==> src/lfu_pkg.sv <==
// ----------------------------------------------------------------------------
// lfu_pkg: shared types and constants of the LFU cache policy unit
// Holds the control bundle broadcast to the slot cells and the record that
// the victim search passes along the chain of cells.
// ----------------------------------------------------------------------------
package lfu_pkg;

  localparam int KEY_W  = 32;
  localparam int VAL_W  = 32;
  localparam int CNT_W  = 32;
  // widest slot index or rank the unit supports (1024 slots)
  localparam int SLOT_W = 10;

  localparam logic [VAL_W-1:0] MISS_VALUE = '1;
  localparam logic [CNT_W-1:0] CNT_MAX    = '1;

  localparam logic CMD_GET = 1'b0;
  localparam logic CMD_PUT = 1'b1;

  // broadcast from the controller to every cell
  typedef struct packed {
    logic              close_en;
    logic [SLOT_W-1:0] close_rank;
    logic              upd_en;
    logic [SLOT_W-1:0] upd_idx;
    logic [SLOT_W-1:0] upd_rank;
    logic              upd_write;
    logic              kill_en;
    logic [SLOT_W-1:0] kill_idx;
    logic              load_en;
    logic [SLOT_W-1:0] load_idx;
    logic [SLOT_W-1:0] new_rank;
    logic [KEY_W-1:0]  key;
    logic [VAL_W-1:0]  value;
  } lfu_ctrl_t;

  // running result of the victim and free slot search
  typedef struct packed {
    logic              vld;
    logic [SLOT_W-1:0] idx;
    logic [CNT_W-1:0]  cnt;
    logic [SLOT_W-1:0] rank;
    logic              free_found;
    logic [SLOT_W-1:0] free_idx;
  } lfu_best_t;

endpackage

==> src/lfu_cell.sv <==
// ----------------------------------------------------------------------------
// lfu_cell: one cache slot
// Stores key, value, use count and recency rank, matches the probe key and
// hands the running victim search record on to the next cell each cycle.
// ----------------------------------------------------------------------------
module lfu_cell import lfu_pkg::*; #(
  parameter int SLOT_ID = 0,
  parameter int RANK_W  = 6
) (
  input  logic              clk,
  input  logic              rst,
  input  lfu_ctrl_t         ctrl,
  output logic              hit,
  output logic [VAL_W-1:0]  hit_value,
  output logic [SLOT_W-1:0] hit_rank,
  input  lfu_best_t         best_in,
  output lfu_best_t         best_out
);

  localparam logic [SLOT_W-1:0] MY_ID = SLOT_W'(SLOT_ID);

  logic              valid;
  logic [KEY_W-1:0]  key;
  logic [VAL_W-1:0]  value;
  logic [CNT_W-1:0]  cnt;
  logic [RANK_W-1:0] rank;
  logic [SLOT_W-1:0] rank_ext;
  logic              own_better;

  assign rank_ext  = SLOT_W'(rank);
  assign hit       = valid && (key == ctrl.key);
  assign hit_value = hit ? value : '0;
  assign hit_rank  = hit ? rank_ext : '0;

  // keep the lower (count, rank) pair
  assign own_better = valid && (!best_in.vld || (cnt < best_in.cnt) ||
                      ((cnt == best_in.cnt) && (rank_ext < best_in.rank)));

  // advance the search record
  always_ff @(posedge clk) begin
    if (rst) begin
      best_out <= '0;
    end else begin
      best_out.vld  <= best_in.vld | own_better;
      best_out.idx  <= own_better ? MY_ID : best_in.idx;
      best_out.cnt  <= own_better ? cnt : best_in.cnt;
      best_out.rank <= own_better ? rank_ext : best_in.rank;
      best_out.free_found <= best_in.free_found | !valid;
      best_out.free_idx   <= best_in.free_found ? best_in.free_idx : MY_ID;
    end
  end

  // slot contents
  always_ff @(posedge clk) begin
    if (rst) begin
      valid <= 1'b0;
    end else if (ctrl.load_en && ctrl.load_idx == MY_ID) begin
      valid <= 1'b1;
      key   <= ctrl.key;
      value <= ctrl.value;
      cnt   <= CNT_W'(1);
      rank  <= ctrl.new_rank[RANK_W-1:0];
    end else if (ctrl.kill_en && ctrl.kill_idx == MY_ID) begin
      valid <= 1'b0;
    end else if (ctrl.upd_en && ctrl.upd_idx == MY_ID) begin
      rank <= ctrl.upd_rank[RANK_W-1:0];
      if (cnt != CNT_MAX) begin
        cnt <= cnt + 1'b1;
      end
      if (ctrl.upd_write) begin
        value <= ctrl.value;
      end
    end else if (ctrl.close_en && valid && rank_ext > ctrl.close_rank) begin
      rank <= rank - 1'b1;
    end
  end

endmodule

==> config.mk <==
export PLATFORM = sky130hd
export DESIGN_NAME = lfu_cell
export DESIGN_NICKNAME = d
export VERILOG_FILES = /design/src/lfu_pkg.sv /design/src/lfu_cell.sv
export SDC_FILE = /design/constraint.sdc
export NUM_CORES = 1
export LEC_CHECK = 0
export BUFFER_PORTS_ARGS = -buffer_cell sky130_fd_sc_hd__buf_2
export CORE_MARGIN = 8
export CORE_UTILIZATION = 37
export CTS_CLUSTER_SIZE = 30
export DETAILED_ROUTE_END_ITERATION = 16
export GPL_ROUTABILITY_DRIVEN = 0
export HOLD_SLACK_MARGIN = 0.12
export REMOVE_ABC_BUFFERS = 1
export SYNTH_ARGS = -nofsm -noshare
export SYNTH_HDL_FRONTEND = slang
export SYNTH_SLANG_ARGS = --single-unit
==> constraint.sdc <==
create_clock -name clk -period 7.6 [get_ports clk]
set_input_delay 0.76 -clock clk [delete_from_list [all_inputs] [get_ports clk]]
set_output_delay 0.76 -clock clk [all_outputs]
set_load 0.02 [all_outputs]
==> run summary <==
Resized cells post-CTS - 0
placed insts - 1,297
Tot GR Track Use - 0.167
Worst-Margin Slew - 1.10 ns
Mean Syn Cell Area - 11.1 um2
die height - 165 um
Clk pin slew, worst setup/hold paths - 0.08 ns
CTS tree - done
Cells after Synth - 746
RSZ-0062 raised after global routing - false
Top FF cell, synth - edfxtp_1
Clock power frac - 0.427
Async SR Flop Fraction - 0
vias in the first global route - 6,356
CTS max path bufs - 2
Worst Path Max Fanout - 43
Synth Cell Area - 0.00826 mm2
Port Buffers - 289
Routed Antenna Nets - 0
sequential-to-total area share from yosys stat - 0.529
GRT Residual Overflow - 0
Chip Width - 165 um
Final Hold Fails - 0
first-pass GRT wire length - 35.1 mm
Max Fclk - 265 MHz
area leader, netlist - edfxtp_1
setup repair bufs after CTS - 0
Switching Share - 0.252
TritonCTS buffer count - 17
Critical R2R Capture - best_out[13]
Hold Crit Class - input pin to register
pin count of the biggest net entering global routing - 56
DIE AREA - 0.0273 mm2
post-route minimum period - 3.77 ns
post-DP HPWL - 18.2 mm
status - complete, no violations
routed vias - 6,280
number of synthesized flops with an enable pin - 102
Int Pwr - 1.49 mW
#FFs+latches synth - 167
Fin Setup TNS - 0 ns
placed instance area - 0.00998 mm2
CTS Sinks - 167
reg2reg path depth - 9
cell leakage power - 4.94 nW
final setup fails - 0
FP Rows - 54
startpoint types - register
area share of the largest cell type after synthesis - 0.371
Hold-fix buffers, CTS - 0
share of cells above drive strength 1 - 0.320
top post-synthesis cells by area - edfxtp_1, dfxtp_1, ha_1, nand2b_1, mux2i_1
Total Wirelength - 23.2 mm
hold path startpoint - ctrl[22]
Slew HR - 0.262
drt wl/cell - 17.4 um
Max Cap Viol - 0
power share of the combinational group - 0.083
Flop pwr share - 0.490
critical path required time - 7.95 ns
Worst Hold Depth - 1
P_sw - 0.501 mW
reg2reg start - cnt[23]
Starting Density - 0.377
Core Area - 0.0219 mm2
post-route cell area - 0.0106 mm2
Starting DRT DRC Count - 284
residual DRC count - 0
YS warnings - 0
Worst Hold End - value[22]
Fillers - 2,071
vias per std cell - 4.72
worst-skew pair later-pin latency - 0.43 ns
period utilization - 0.496
Crit. End Element - register
worst vdd ir - 127 uV
area delta synth->final - 27.9%
Cell Count, Final, Fillers Out - 1,331
Worst Path Class, Setup - register to register
Worst Skew - 0.0133 ns
initial antenna violation count - 5
FF-to-FF setup slack - 3.83 ns
Slew Limit Fails - 0
Power, Total - 1.99 mW
pwr dens - 189 mW/mm2
H-Tree Depth - 4
Arr. time, crit path - 4.12 ns
CTS root buf - clkbuf_16
Layout Nets - 1,276
Synth cell types - 44
I/O pin total - 302
first drt pass iteration count - 4
synthesized netlist by cell type, drive strengths merged (2+ instances only):
library cell / count
a21oi: 25
a31oi: 2
and2: 49
and3: 8
and3b: 14
buf: 10
clkbuf: 18
dfxtp: 65
edfxtp: 102
ha: 45
inv: 49
mux2: 2
mux2i: 39
nand2: 28
nand2b: 80
nand3: 19
nand4: 21
nand4b: 2
nor2: 41
nor2b: 4
nor3: 10
nor4: 11
nor4b: 3
o211ai: 2
o21ai: 19
or3: 4
xnor2: 42
xor2: 20
critical path, cell delays in order (launching register included):
cell and delay [ns]:
edfxtp_1 0.50, ha_1 0.36, nand4_1 0.12, or4_1 0.58, nor3_1 0.34, o31a_1 0.19
nor4_1 0.06, nor3_4 0.58, buf_4 0.64, mux2i_1 0.26
worst max-delay path by stage:
stage                     slack (ns)   startpoint  depth (start not counted)      endpoint
after global placement          3.40  best_in[47]                         11  best_out[34]
after detailed placement        3.35  best_in[47]                         11  best_out[34]
after CTS                       3.75      cnt[23]                          9  best_out[34]
after global routing            3.55      cnt[23]                          9  best_out[49]
after floorplan                 2.50     ctrl[76]                          5        cnt[0]
final                           3.83      cnt[23]                          9  best_out[13]
per-stage QoR:
step | worst slack (ns) | hold slack [ns] | util
after global routing | 3.55 | 0.484 | 0.482
after floorplan | 2.50 | 0.486 | -
final | 3.83 | 0.504 | 0.483
after CTS | 3.75 | 0.483 | 0.482
after global placement | 3.40 | 0.610 | 0.456
after detailed placement | 3.35 | 0.616 | 0.456
power by group through the flow:
stage	combinational [mW]	sequential [mW]	clock, mW
CTS	0.169	0.976	0.872
global route	0.185	0.978	0.908
finish	0.166	0.976	0.850
floorplan	0.0543	1.02	0
detailed placement	0.168	0.997	0
global placement	0.165	0.997	0
registers in the layout, indices dropped and copies added, names as in the netlist:
| name | count |
|---|---|
| best_out | 64 |
| cnt | 32 |
| key | 32 |
| rank | 6 |
| valid | 1 |
| value | 32 |
final cells by class:
type | count | area (um2) | area share
Sequential cell | 167 | 4360 | 0.413
Multi-Input combinational cell | 505 | 3580 | 0.339
Timing Repair Buffer | 296 | 1500 | 0.142
Clock buffer | 17 | 425 | 0.0403
Tap cell | 280 | 350 | 0.0332
Inverter | 49 | 184 | 0.0174
Clock inverter | 15 | 150 | 0.0142
Antenna cell | 2 | 5.00 | 0.000474
placed cells by master (no fill, tap or decap), drive strengths merged, types with 25 or more instances in the layout:
| master | count |
|---|---|
| inv | 59 |
| and2 | 49 |
| nand2 | 28 |
| edfxtp | 102 |
| buf | 296 |
| mux2i | 39 |
| nor2 | 41 |
| ha | 45 |
| xnor2 | 42 |
| dfxtp | 65 |
| nand2b | 80 |
| a21oi | 25 |
logic make-up after synthesis:
family / synth area share
other: 0.000454
AO/OA/AOI/OAI: 0.0379
AND/OR/NAND/NOR: 0.208
multiplexers: 0.0500
XOR/XNOR: 0.0658
buffers and inverters: 0.0409
adder cells (fa/ha/maj): 0.0682
flip-flops: 0.529
per-layer routing:
layer / vias up / share of wire / global-route usage
met2: 188 / 0.50 / 0.293
li1: 3159 / - / -
met5: - / 0.0021 / 0
met1: 2901 / 0.41 / 0.200
met3: 24 / 0.079 / 0.0444
met4: 8 / 0.011 / 0.0402
Note: power is estimated with default switching activity, not from simulation.
